[config.mk]
export PLATFORM = sky130hd
export DESIGN_NAME = cascaded_biquad_filter
export DESIGN_NICKNAME = d
export VERILOG_FILES = /design/src/sv/cbq_pkg.sv /design/src/sv/cbq_mul.sv /design/src/sv/cascaded_biquad_filter.sv
export SDC_FILE = /design/constraint.sdc
export NUM_CORES = 2
export LEC_CHECK = 0
export ABC_CLOCK_PERIOD_IN_PS = 10100
export BUFFER_PORTS_ARGS = -buffer_cell sky130_fd_sc_hd__buf_2
export CAP_MARGIN = 20
export CORE_UTILIZATION = 30
export DETAILED_ROUTE_END_ITERATION = 8
export PLACE_DENSITY = 0.55
export SYNTH_ARGS = -nofsm -noshare
export SYNTH_HDL_FRONTEND = slang
export SYNTH_SLANG_ARGS = --single-unit
[constraint.sdc]
create_clock -name clk -period 10.1 [get_ports clk]
set_input_delay 1.515 -clock clk [delete_from_list [all_inputs] [get_ports clk]]
set_output_delay 1.515 -clock clk [all_outputs]
set_load 0.005 [all_outputs]
[src/sv/cbq_pkg.sv]
// ----------------------------------------------------------------------------
// cbq_pkg: shared types and constants of the cascaded biquad filter
// Holds the sequencer states, the fixed-point formats and the per-section
// step numbers of the top level; the multiplier relies on the formats only.
// ----------------------------------------------------------------------------
package cbq_pkg;

  // Coefficients are signed Q3.28.
  localparam int COEF_W    = 32;
  localparam int COEF_FRAC = 28;

  // A product rounded to COEF_FRAC fraction bits always fits in this width,
  // whatever the sample width, since the sample fraction is width minus three.
  localparam int PROD_RND_W = COEF_W + 4;

  // Delay words are 48 bits; sums are kept wider and saturated on store.
  localparam int DLY_W = 48;
  localparam int ACC_W = 52;

  // Coefficient slots of one section.
  localparam int SLOT_COUNT = 5;

  // Section sequencer steps (steps 0 to 7 of each section).
  localparam logic [2:0] STP_Z1_RD    = 3'd2;  // delay word z1 address
  localparam logic [2:0] STP_ACC0     = 3'd2;  // b0*x + z0 summed
  localparam logic [2:0] STP_Y        = 3'd3;  // section output formed
  localparam logic [2:0] STP_ACCB     = 3'd4;  // b2*x taken in
  localparam logic [2:0] STP_MUL_Y    = 3'd4;  // first step multiplying y
  localparam logic [2:0] STP_COEF_END = 3'd4;  // last coefficient read
  localparam logic [2:0] STP_A1       = 3'd5;  // a1*y subtracted
  localparam logic [2:0] STP_A2       = 3'd6;  // a2*y subtracted, z0 stored
  localparam logic [2:0] STP_LAST     = 3'd7;  // z1 stored, next section

  typedef enum logic [1:0] {
    ST_CLEAR,
    ST_IDLE,
    ST_RUN,
    ST_DONE
  } cbq_state_t;

endpackage

[src/sv/cbq_mul.sv]
// ----------------------------------------------------------------------------
// cbq_mul: shared coefficient multiplier
// Registers coefficient times operand, then rounds the product to the
// coefficient fraction (half up) on its way out.
// ----------------------------------------------------------------------------
module cbq_mul #(
  parameter int SAMPLE_WIDTH = 16
) (
  input  logic                                  clk,
  input  logic signed [cbq_pkg::COEF_W-1:0]     coef,
  input  logic signed [SAMPLE_WIDTH-1:0]        opnd,
  output logic signed [cbq_pkg::PROD_RND_W-1:0] prod_rnd
);
  import cbq_pkg::*;

  localparam int PW = COEF_W + SAMPLE_WIDTH;
  localparam int SF = SAMPLE_WIDTH - 3;

  logic signed [PW-1:0] prod;
  logic signed [PW:0]   prod_half;

  always_ff @(posedge clk) begin
    prod <= coef * opnd;
  end

  // Adding half an LSB and dropping the low bits rounds half up.
  assign prod_half = {prod[PW-1], prod} + ((PW + 1)'(1) << (SF - 1));
  assign prod_rnd  = prod_half[PW:SF];

endmodule

[src/sv/cascaded_biquad_filter.sv]
// ----------------------------------------------------------------------------
// cascaded_biquad_filter: cascade of second-order IIR sections
// Transposed direct form II biquads sharing one multiplier, with a
// coefficient store loaded through the input stream.
// ----------------------------------------------------------------------------
// A filter beat (tuser mode bit 0) runs the sample through num_sections
// sections in turn, and the block is not ready again until the result is
// in the output register; the one multiplier is used for five products
// per section. A coefficient beat (mode bit 1) with an in-range section
// and slot is written in the cycle it is accepted, and the block is ready
// again in the next cycle. After reset the coefficient store is cleared
// one entry per cycle, every entry, before the first beat is taken. The
// result waits in an output register, so the block may already be working
// on the next sample while it is held.
// ----------------------------------------------------------------------------
module cascaded_biquad_filter #(
  parameter int MAX_SECTIONS = 8,
  parameter int SAMPLE_WIDTH = 16
) (
  input  logic                   clk,
  input  logic                   rst,
  // configuration: num_sections
  input  logic                   cfg_valid,
  output logic                   cfg_ready,
  input  logic [3:0]             cfg_data,
  // input stream
  input  logic                   s_tvalid,
  output logic                   s_tready,
  // sample, coef_section[2:0], coef_slot[2:0], coef_value[31:0], zero fill
  input  logic [((SAMPLE_WIDTH + 45) / 8) * 8 - 1:0] s_tdata,
  // mode, frame_start
  input  logic [1:0]             s_tuser,
  // output stream
  output logic                   m_tvalid,
  input  logic                   m_tready,
  // filtered, zero fill
  output logic [((SAMPLE_WIDTH + 7) / 8) * 8 - 1:0]  m_tdata,
  // clipped
  output logic [0:0]             m_tuser
);
  import cbq_pkg::*;

  localparam int SW      = SAMPLE_WIDTH;
  localparam int SF      = SW - 3;
  localparam int OUT_DW  = ((SW + 7) / 8) * 8;
  localparam int NCOEF   = SLOT_COUNT * MAX_SECTIONS;
  localparam int NDLY    = 2 * MAX_SECTIONS;
  localparam int CAW     = $clog2(NCOEF);
  localparam int DAW     = $clog2(NDLY);
  localparam int SCW     = $clog2(MAX_SECTIONS + 1);
  localparam int RSH     = COEF_FRAC - SF;
  localparam int RSH_POS = (RSH > 0) ? RSH : 0;
  localparam int LSH     = (RSH < 0) ? ((-RSH) & 7) : 0;
  localparam int HSH     = (RSH_POS > 0) ? RSH_POS - 1 : 0;
  localparam logic [ACC_W:0] HALF = (RSH_POS > 0) ? ((ACC_W + 1)'(1) << HSH) : '0;
  localparam logic signed [ACC_W:0] SMAX = (ACC_W + 1)'((64'sd1 <<< (SW - 1)) - 64'sd1);
  localparam logic signed [ACC_W:0] SMIN = -SMAX - (ACC_W + 1)'(1);
  localparam logic signed [ACC_W-1:0] ZMAX = ACC_W'(48'h7FFF_FFFF_FFFF);
  localparam logic signed [ACC_W-1:0] ZMIN = -ZMAX - ACC_W'(1);

  // Input fields.
  logic                 in_mode;
  logic                 in_frame;
  logic [SW-1:0]        in_sample;
  logic [2:0]           in_section;
  logic [2:0]           in_slot;
  logic [COEF_W-1:0]    in_coef;

  assign in_mode    = s_tuser[0];
  assign in_frame   = s_tuser[1];
  assign in_sample  = s_tdata[SW-1:0];
  assign in_section = s_tdata[SW+2:SW];
  assign in_slot    = s_tdata[SW+5:SW+3];
  assign in_coef    = s_tdata[SW+37:SW+6];

  cbq_state_t state, state_next;

  logic [3:0]     num_sections;
  logic [SCW-1:0] n_use;
  logic [SCW-1:0] sec_cnt;
  logic [2:0]     step;
  logic [CAW-1:0] coef_base;
  logic [DAW-1:0] dly_base;
  logic [CAW-1:0] clr_addr;
  logic           clr_last;
  logic           in_acc;
  logic           filt_acc;
  logic           out_load;
  logic           sec_last;

  // Coefficient store.
  logic [COEF_W-1:0]        coef_mem [NCOEF];
  logic signed [COEF_W-1:0] coef_q;
  logic                     coef_we;
  logic [CAW-1:0]           coef_wa;
  logic [COEF_W-1:0]        coef_wd;
  logic [8:0]               coef_wa_full;
  logic                     coef_ok;

  // Delay word store.
  logic [DLY_W-1:0] dly_mem [NDLY];
  logic [NDLY-1:0]  dly_vld;
  logic [DLY_W-1:0] dly_q;
  logic             dly_ok;
  logic [DAW-1:0]   dly_ra;
  logic             dly_we;
  logic [DAW-1:0]   dly_wa;
  logic [DLY_W-1:0] dly_wd;

  // Datapath.
  logic signed [SW-1:0]         x;
  logic signed [SW-1:0]         y;
  logic signed [SW-1:0]         opnd;
  logic signed [PROD_RND_W-1:0] prod_rnd;
  logic signed [ACC_W-1:0]      prod_ext;
  logic signed [ACC_W-1:0]      z_ext;
  logic signed [ACC_W-1:0]      acc0;
  logic signed [ACC_W-1:0]      acc_a;
  logic signed [ACC_W-1:0]      acc_b;
  logic signed [ACC_W:0]        v_sum;
  logic signed [ACC_W:0]        v_scl;
  logic signed [SW-1:0]         y_new;
  logic                         y_clip;
  logic signed [ACC_W-1:0]      z_src;
  logic                         sat_any;
  logic [SW-1:0]                out_data;
  logic                         out_clip;

  // ---------------------------------------------------------------- control

  assign cfg_ready = 1'b1;
  assign n_use     = (int'(num_sections) > MAX_SECTIONS) ? SCW'(MAX_SECTIONS)
                                                         : SCW'(num_sections);
  assign in_acc    = s_tvalid & s_tready;
  assign filt_acc  = in_acc & ~in_mode;
  assign clr_last  = (clr_addr == CAW'(NCOEF - 1));
  assign sec_last  = (({1'b0, sec_cnt} + (SCW + 1)'(1)) == {1'b0, n_use});

  always_ff @(posedge clk) begin
    if (rst) begin
      state <= ST_CLEAR;
    end else begin
      state <= state_next;
    end
  end

  always_comb begin
    state_next = state;
    s_tready   = 1'b0;
    out_load   = 1'b0;
    case (state)
      ST_CLEAR: begin
        if (clr_last) begin
          state_next = ST_IDLE;
        end
      end
      ST_IDLE: begin
        s_tready = 1'b1;
        if (s_tvalid && !in_mode) begin
          state_next = (n_use == '0) ? ST_DONE : ST_RUN;
        end
      end
      ST_RUN: begin
        if (step == STP_LAST && sec_last) begin
          state_next = ST_DONE;
        end
      end
      ST_DONE: begin
        if (!m_tvalid || m_tready) begin
          out_load   = 1'b1;
          state_next = ST_IDLE;
        end
      end
      default: begin
        state_next = ST_IDLE;
      end
    endcase
  end

  always_ff @(posedge clk) begin
    if (rst) begin
      num_sections <= 4'd1;
      clr_addr     <= '0;
      step         <= '0;
      sec_cnt      <= '0;
      m_tvalid     <= 1'b0;
    end else begin
      if (cfg_valid && cfg_ready) begin
        num_sections <= cfg_data;
      end
      if (state == ST_CLEAR) begin
        clr_addr <= clr_addr + CAW'(1);
      end
      if (filt_acc) begin
        step    <= '0;
        sec_cnt <= '0;
      end else if (state == ST_RUN) begin
        step <= step + 3'd1;
        if (step == STP_LAST) begin
          sec_cnt <= sec_cnt + SCW'(1);
        end
      end
      if (out_load) begin
        m_tvalid <= 1'b1;
      end else if (m_tready) begin
        m_tvalid <= 1'b0;
      end
    end
  end

  always_ff @(posedge clk) begin
    if (filt_acc) begin
      coef_base <= '0;
      dly_base  <= '0;
    end else if (state == ST_RUN && step == STP_LAST) begin
      coef_base <= coef_base + CAW'(SLOT_COUNT);
      dly_base  <= dly_base + DAW'(2);
    end
  end

  // ------------------------------------------------------- coefficient store

  assign coef_wa_full = 9'(in_section) * 9'(SLOT_COUNT) + 9'(in_slot);
  assign coef_ok      = (int'(in_slot) < SLOT_COUNT) && (int'(in_section) < MAX_SECTIONS);

  always_comb begin
    if (state == ST_CLEAR) begin
      coef_we = 1'b1;
      coef_wa = clr_addr;
      coef_wd = '0;
    end else begin
      coef_we = in_acc && in_mode && coef_ok;
      coef_wa = CAW'(coef_wa_full);
      coef_wd = in_coef;
    end
  end

  always_ff @(posedge clk) begin
    if (coef_we) begin
      coef_mem[coef_wa] <= coef_wd;
    end
    if (state == ST_RUN && step <= STP_COEF_END) begin
      coef_q <= coef_mem[coef_base + CAW'(step)];
    end
  end

  // ------------------------------------------------------- delay word store

  // z0 sits at the even address of a section and z1 at the odd one.
  assign dly_ra = (step == STP_Z1_RD) ? (dly_base + DAW'(1)) : dly_base;
  assign dly_we = (state == ST_RUN) && (step == STP_A2 || step == STP_LAST);
  assign dly_wa = (step == STP_LAST) ? (dly_base + DAW'(1)) : dly_base;
  assign z_src  = (step == STP_LAST) ? acc_b : acc_a;

  always_comb begin
    if (z_src > ZMAX) begin
      dly_wd = DLY_W'(ZMAX);
    end else if (z_src < ZMIN) begin
      dly_wd = DLY_W'(ZMIN);
    end else begin
      dly_wd = z_src[DLY_W-1:0];
    end
  end

  always_ff @(posedge clk) begin
    if (dly_we) begin
      dly_mem[dly_wa] <= dly_wd;
    end
    dly_q <= dly_mem[dly_ra];
  end

  // A word with its valid bit clear reads zero; frame-start samples clear all.
  always_ff @(posedge clk) begin
    if (rst) begin
      dly_vld <= '0;
      dly_ok  <= 1'b0;
    end else begin
      dly_ok <= dly_vld[dly_ra];
      if (filt_acc && in_frame) begin
        dly_vld <= '0;
      end else if (dly_we) begin
        dly_vld[dly_wa] <= 1'b1;
      end
    end
  end

  // -------------------------------------------------------------- datapath

  assign opnd = (step >= STP_MUL_Y) ? y : x;

  cbq_mul #(
    .SAMPLE_WIDTH (SAMPLE_WIDTH)
  ) u_mul (
    .clk      (clk),
    .coef     (coef_q),
    .opnd     (opnd),
    .prod_rnd (prod_rnd)
  );

  assign prod_ext = {{(ACC_W - PROD_RND_W){prod_rnd[PROD_RND_W-1]}}, prod_rnd};
  assign z_ext    = dly_ok ? {{(ACC_W - DLY_W){dly_q[DLY_W-1]}}, dly_q} : '0;

  // Section output: round to the sample fraction and saturate.
  assign v_sum = {acc0[ACC_W-1], acc0} + HALF;
  assign v_scl = (v_sum >>> RSH_POS) <<< LSH;

  always_comb begin
    y_clip = 1'b0;
    y_new  = v_scl[SW-1:0];
    if (v_scl > SMAX) begin
      y_clip = 1'b1;
      y_new  = SMAX[SW-1:0];
    end else if (v_scl < SMIN) begin
      y_clip = 1'b1;
      y_new  = SMIN[SW-1:0];
    end
  end

  always_ff @(posedge clk) begin
    if (filt_acc) begin
      x       <= in_sample;
      sat_any <= 1'b0;
    end else if (state == ST_RUN) begin
      case (step)
        STP_ACC0: begin
          acc0 <= prod_ext + z_ext;
        end
        STP_Y: begin
          y       <= y_new;
          sat_any <= sat_any | y_clip;
          acc_a   <= prod_ext + z_ext;
        end
        STP_ACCB: begin
          acc_b <= prod_ext;
        end
        STP_A1: begin
          acc_a <= acc_a - prod_ext;
        end
        STP_A2: begin
          acc_b <= acc_b - prod_ext;
        end
        STP_LAST: begin
          x <= y;
        end
        default: begin
        end
      endcase
    end
  end

  always_ff @(posedge clk) begin
    if (out_load) begin
      out_data <= x;
      out_clip <= sat_any;
    end
  end

  assign m_tdata    = OUT_DW'(out_data);
  assign m_tuser[0] = out_clip;

`ifndef SYNTHESIS
  a_run_sec_bound: assert property (@(posedge clk) disable iff (rst)
    (state == ST_RUN) |-> (sec_cnt < n_use))
    else $error("section counter ran past the sections in use");

  a_busy_after_filter: assert property (@(posedge clk) disable iff (rst)
    (s_tvalid && s_tready && !in_mode) |=> !s_tready)
    else $error("ready again straight after a filter beat");

  a_out_from_done: assert property (@(posedge clk) disable iff (rst)
    $rose(m_tvalid) |-> ($past(state) == ST_DONE))
    else $error("output loaded outside the done state");

  a_no_coef_write_in_run: assert property (@(posedge clk) disable iff (rst)
    coef_we |-> (state != ST_RUN))
    else $error("coefficient store written while filtering");

  a_dly_write_in_run: assert property (@(posedge clk) disable iff (rst)
    dly_we |-> (sec_cnt < n_use))
    else $error("delay word written for an unused section");
`endif

endmodule
; ---- Word-level counts from Yosys, hierarchy flattened
; Memory sizes are Yosys's and may differ from the RTL's. A register that Yosys moved wholly into a read port is not among the register bits.
; Index checks and enable logic that the tools add are counted.
[word_totals]
regBits = 301
ram_bits = 2048
inputBits = 67
output_inout_bits = 20
elab_cells = 137
memories = 2
[memory_table]
columns = name, depth, word_bits, rd, rd_ports_with_merged_regs, write_ports, line
row1 = coef_mem, 40, 32, 1, 1, 1, cascaded_biquad_filter.sv:92  ; logic [COEF_W-1:0] coef_mem [NCOEF];
row2 = dly_mem, 16, 48, 1, 1, 1, cascaded_biquad_filter.sv:101  ; logic [DLY_W-1:0] dly_mem [NDLY];
[classes]
n_addsub = 14
mul = 2
magnitude_cmp = 11
eq_ne = 15
n_mux = 38
bitwise = 6
n_reduce_logical = 30
[op_table]
columns = cell, n
row1 = $pmux 52 s2, 2
row2 = $mux 52, 2
row3 = $sub 52x36->52, 2
row4 = $mux 48, 2
row5 = $mux 16, 5
row6 = $add 52x16->53 const B, 1
row7 = $add 36x52->52, 1
row8 = $gt 52x48->1 const B, 1
row9 = $lt 52x48->1 const B, 1
row10 = $add 48x14->49 const B, 1
row11 = $mul 32x16->48, 1
row12 = $gt 38x16->1 const B, 1
row13 = $lt 38x16->1 const B, 1
row14 = $mux 32, 1
row15 = $or 16x16->16, 1
row16 = $mux 1, 15
row17 = $add 6x3->6, 2
row18 = $eq 3x3->1 const B, 4
row19 = $mux 4, 3
row20 = $reduce_and 3->1, 4
row21 = $lt 4x5->1 const B, 2
row22 = $reduce_bool 2->1, 5
row23 = $logic_and 1x1->1, 9
row24 = $add 4x1->4 const B, 2
row25 = 32 further kinds, 47

; ---- Logic depth before layout (Yosys ltp)
[depth]
word_depth = 8
ltp_mapped = 29
ltp_nobuf = 25

; ---- Cells and area by module
; From an unflattened synthesis, not the netlist that was laid out.
[unflattened]
cells_unflattened = 7547
area_unflattened_um2 = 118394.8
[by_module_without_submodules]
columns = mod, n_inst, cells_per_inst, area_per_inst_um2, seq_area_each_um2
row1 = cascaded_biquad_filter, 1, 5427, 99528.0, 70097.2
row2 = cbq_mul, 1, 2120, 18866.8, 720.7

; ---- Least setup slack after synthesis
; No wires, ideal clock.
[synth_path]
path_kind = flip-flop to flip-flop
start = register step[2]
end = register u_mul.prod[46]
t_arrival_ps = 7072
slack_ps = 2956
path_stages_with_launch = 29
synth_period_minus_slack_ps = 7144
cell_sequence = dfxtp_1 > buf_6 > clkbuf_1 > clkbuf_1 > mux2_2 > clkbuf_1 > nand2_1 > fa_1 > inv_1 > fa_1 > inv_1 > fa_1 > inv_1 > fa_1 > fa_1 > inv_1 > fa_1 > inv_1 > ha_1 > a21o_1 > a21o_1 > a21o_1 > a21oi_1 > a211oi_1 > nor4_2 > nor2_1 > a221o_1 > a21oi_1 > xnor2_1
[synth_between]
elab_chain_cells = 3
[synth_lines]
columns = element, line
row1 = "start, declared", cascaded_biquad_filter.sv:81  ; logic [2:0] step;
row2 = "start signal, assigned", cascaded_biquad_filter.sv:198  ; step <= step + 3'd1;
row3 = $ge 3x3->1, cascaded_biquad_filter.sv:289  ; assign opnd = (step >= STP_MUL_Y) ? y : x;
row4 = $mux 16, cascaded_biquad_filter.sv:289
row5 = $mul 32x16->48, cbq_mul.sv:23  ; prod <= coef * opnd;
row6 = "end signal, assigned", cbq_mul.sv:23
row7 = "end, declared", cbq_mul.sv:19  ; logic signed [PW-1:0] prod;
; No other way between the ends.
; A chain may end at the register's enable or synchronous reset.

; ---- Worst setup path after layout
; Same ends and word-level chain as after synthesis.

==> impl_metrics.yaml <==
grt:
  number_of_global_route_vias_before_repair: 68140
  grt.overflow.total: 0
  grt_antenna_before_repair: 12
  grt_max_degree: 122
  global_route_wire_length_before_repair_mm: 467.1
  grt_util_all_layers_pct: 15.83
detailed_routing:
  viasPerCell: 5.033
  route.antenna.remaining_nets: 0
  final_routed_drc_violation_total: 0
  drt-total-wl_mm: 318.8
  first_iter_violations: 5775
  drt-wirelength-per-cell_um: 24.38
  via_count: 65820
  detail_route.first_pass.iterations: 7
clocking:
  post_cts_setup_inserts: 0
  clock_latency_ns: 0.93
  cts_inserted_buffers: 238
  resized_after_cts: 0
  clk_transition_reported_paths_ns: 0.06
  holdBufCountCts: 0
  ctsLongestPathBuffers: 4
  clock_root_buffer: "clkbuf_16"
  cts_max_level: 4
  tritoncts: "yes"
  cts.sink_count: 2402
synth:
  synth.ff_latch_count: 2402
  seq_area_frac_synth_pct: 59.88
  ys_async_sr_fraction_pct: 0
  synthesized_area_per_cell_um2: 15.78
  top_reg_cell_synth: "edfxtp_1"
  synth_cell_types: 92
  synth_area_mm2: 0.1183
  postSynthCellCount: 7495
  syn_nets: 8342
  number_of_enable_type_register_cells_in_the_synthesized_netlist: 2271
  yosys_warnings: 0
setup_path:
  r2r.worst_path.cells: 23
  worstPathArrival_ns: 8.76
  critPathRequiredTime_ns: 10.88
  critical_path_peak_fanout: 32
  timing.critical_path.from_type: "flop"
  critical_path_class: "reg -> reg"
  setup.worst_path.end_class: "flop"
floorplan:
  die_x_um: 629.9
  placementRows: 230
  die-height_um: 629.9
  initial_utilization_pct: 30.13
  core-area_mm2: 0.3925
  fp.dieArea_mm2: 0.3968
  io-pin-count: 87
run:
  maxCapViolations: 0
outcome:
  result_of_the_run: "finished, final reports clean"
timing:
  tightestPinTransition_ns: 1.115
  rsz_0062_raised_after_global_routing: "false"
  final_clock_skew_ns: 0.08017
  final-hold-violation-count: 0
  timing.final.crit_share_pct: 79.00
  clock.fmax_mhz: 125.3
  setup-tns-final_ns: 0
  min_period_ns: 7.979
  max-slew-margin-rel_pct: 25.44
  maxSlewViolCount: 0
  timing.final.setup_violations: 0
power:
  combinationalPowerShare_pct: 23.1
  static-leakage-power_uw: 0.04727
  power_switching_share_pct: 28.80
  power_frac_seq_pct: 43.3
  power_frac_clock_pct: 33.6
  power.density_cell_area_mw_per_mm2: 195.6
  ir_drop_uv: 168.8
  internal_power_uw: 18620
  total_net_switching_power_uw: 7533
placed_design:
  io_buffer_count: 83
  dp_cells: 12630
  routabilityCongestion: 0.8724
  detailedPlacementHpwl_mm: 200.2
final_layout:
  layout.cells.non_filler: 13080
  final_layout_size_suffix_gt1_share_pct: 18.26
  synthToLayoutAreaGrowth_pct: 13.06
  finish.net_count: 8501
min_path:
  worst_hold_path.num_cells: 0
  hold_class: "reg -> reg"
worst max-delay path, stage by stage, from the launching register on:
cell      delay, ns
dfxtp_2        0.61
buf_4          0.45
mux2_2         0.73
and2_1         0.33
fa_1           0.49
inv_1          0.06
fa_1           0.55
inv_1          0.06
fa_1           0.50
fa_1           0.44
fa_1           0.50
inv_1          0.05
fa_1           0.47
inv_1          0.05
ha_1           0.34
a21o_1         0.18
a21o_1         0.17
a21oi_1        0.33
a211oi_1       0.22
nor4_2         0.48
nor2_1         0.19
a221o_1        0.36
a21oi_1        0.19
xnor2_1        0.14
layout by cell type, fill, tap and decap left out, types with 140 or more instances in the layout:
cell type / n
and2_1: 212
nor2_1: 208
nand2_1: 508
xnor2_1: 140
a21oi_1: 239
mux4_2: 629
fa_1: 489
buf_4: 179
ha_1: 287
edfxtp_1: 2271
o21ai_0: 157
clkbuf_16: 241
inv_1: 651
final cells by class:
class / count / area (um^2)
Fill cell: 37400 / 258800
Multi-Input combinational cell: 4091 / 44340
Antenna cell: 10 / 25.02
Tap cell: 5220 / 6531
Timing Repair Buffer: 270 / 1922
Sequential cell: 2402 / 70830
Clock buffer: 308 / 6436
Clock inverter: 126 / 1194
Inverter: 651 / 2444
synthesized netlist by cell type (all sizes together) (24+ instances only):
master  number  area [um^2]
nor2b      156        975.9
nand2      510         1914
o21a        43        322.8
a21oi      241         1221
buf         61        254.0
a21o       130        975.9
clkbuf     290         1089
o21ai      202         1049
nor2       261        979.7
nand3       74        375.4
nand2b      38        237.7
and2       215         1348
edfxtp    2271        68200
a211oi      56        420.4
nor3        46        235.2
mux2i       94        940.9
dfxtp      131         2623
xor2        99        867.1
o21bai      33        247.7
a31oi       26        175.2
ha         290         3628
mux2        24        274.0
inv        651         2444
fa         490         9809
xnor2      144         1261
nand4       50        319.1
and3        36        225.2
mux4       629        14170
through the flow:
| stage | cell area (um^2) | utilization, % | hold WS [ns] | worst slack, ns | total power [uW] |
|---|---|---|---|---|---|
| after floorplan | 118300 | - | 0.4222 | 2.956 | 15720 |
| after global placement | 126000 | 32.09 | 0.4297 | 2.152 | 17490 |
| after detailed placement | 126000 | 32.10 | 0.4333 | 2.120 | 17550 |
| after CTS | 133600 | 34.04 | 0.4391 | 2.096 | 26350 |
| after global routing | 133700 | 34.07 | 0.4477 | 1.799 | 27200 |
| final | 133700 | 34.07 | 0.4434 | 2.121 | 26160 |
state kept, by name, indices dropped and copies added, names as in the netlist, 6 cells and up:
name,cells
acc_b,52
dly_vld,16
clr_addr,6
dly_q,48
u_mul.prod,36
acc_a,52
acc0,38
y,16
x,16
dly_mem,768
coef_mem,1280
m_tdata,16
coef_q,32
coef_base,6
layer usage:
metal / track usage (%) / share of wire, % / routed length, um / vias up
met1: 21.66 / 43 / 136900 / 35110
met3: 1.997 / 5.6 / 17850 / 443
met5: 0 / 0.012 / 39 / -
li1: - / - / - / 28290
met4: 4.218 / 2.5 / 8084 / 6
met2: 26.55 / 49 / 156000 / 1969
worst paths after layout:
check             startpoint              to  slack (ns)
setup / recovery     step[2]  u_mul.prod[46]        2.12
setup reg to reg     step[2]  u_mul.prod[46]        2.12
hold / removal         x[11]     m_tdata[11]        0.44
hold reg to reg        x[11]     m_tdata[11]        0.44
kinds of logic after synthesis:
| kind of cell | after synthesis | synth area share (%) |
|---|---|---|
| flops | 2402 | 59.88 |
| simple gates | 1453 | 6.028 |
| buf+inv | 1002 | 3.201 |
| compound gates | 867 | 4.727 |
| fa+ha+maj | 780 | 11.36 |
| mux | 747 | 13.00 |
| xor+xnor | 243 | 1.799 |
| other cells | 1 | 0.003171 |
power by group through the flow:
stage	clock network, uW	registers, uW	logic [uW]
final	8780	11300	6050
after global routing	9310	11300	6540
after CTS	8970	11300	6050
after detailed placement	0	11500	6010
after global placement	0	11500	5960
after floorplan	0	11400	4300
No activity file was read; power rests on OpenSTA's default activity.
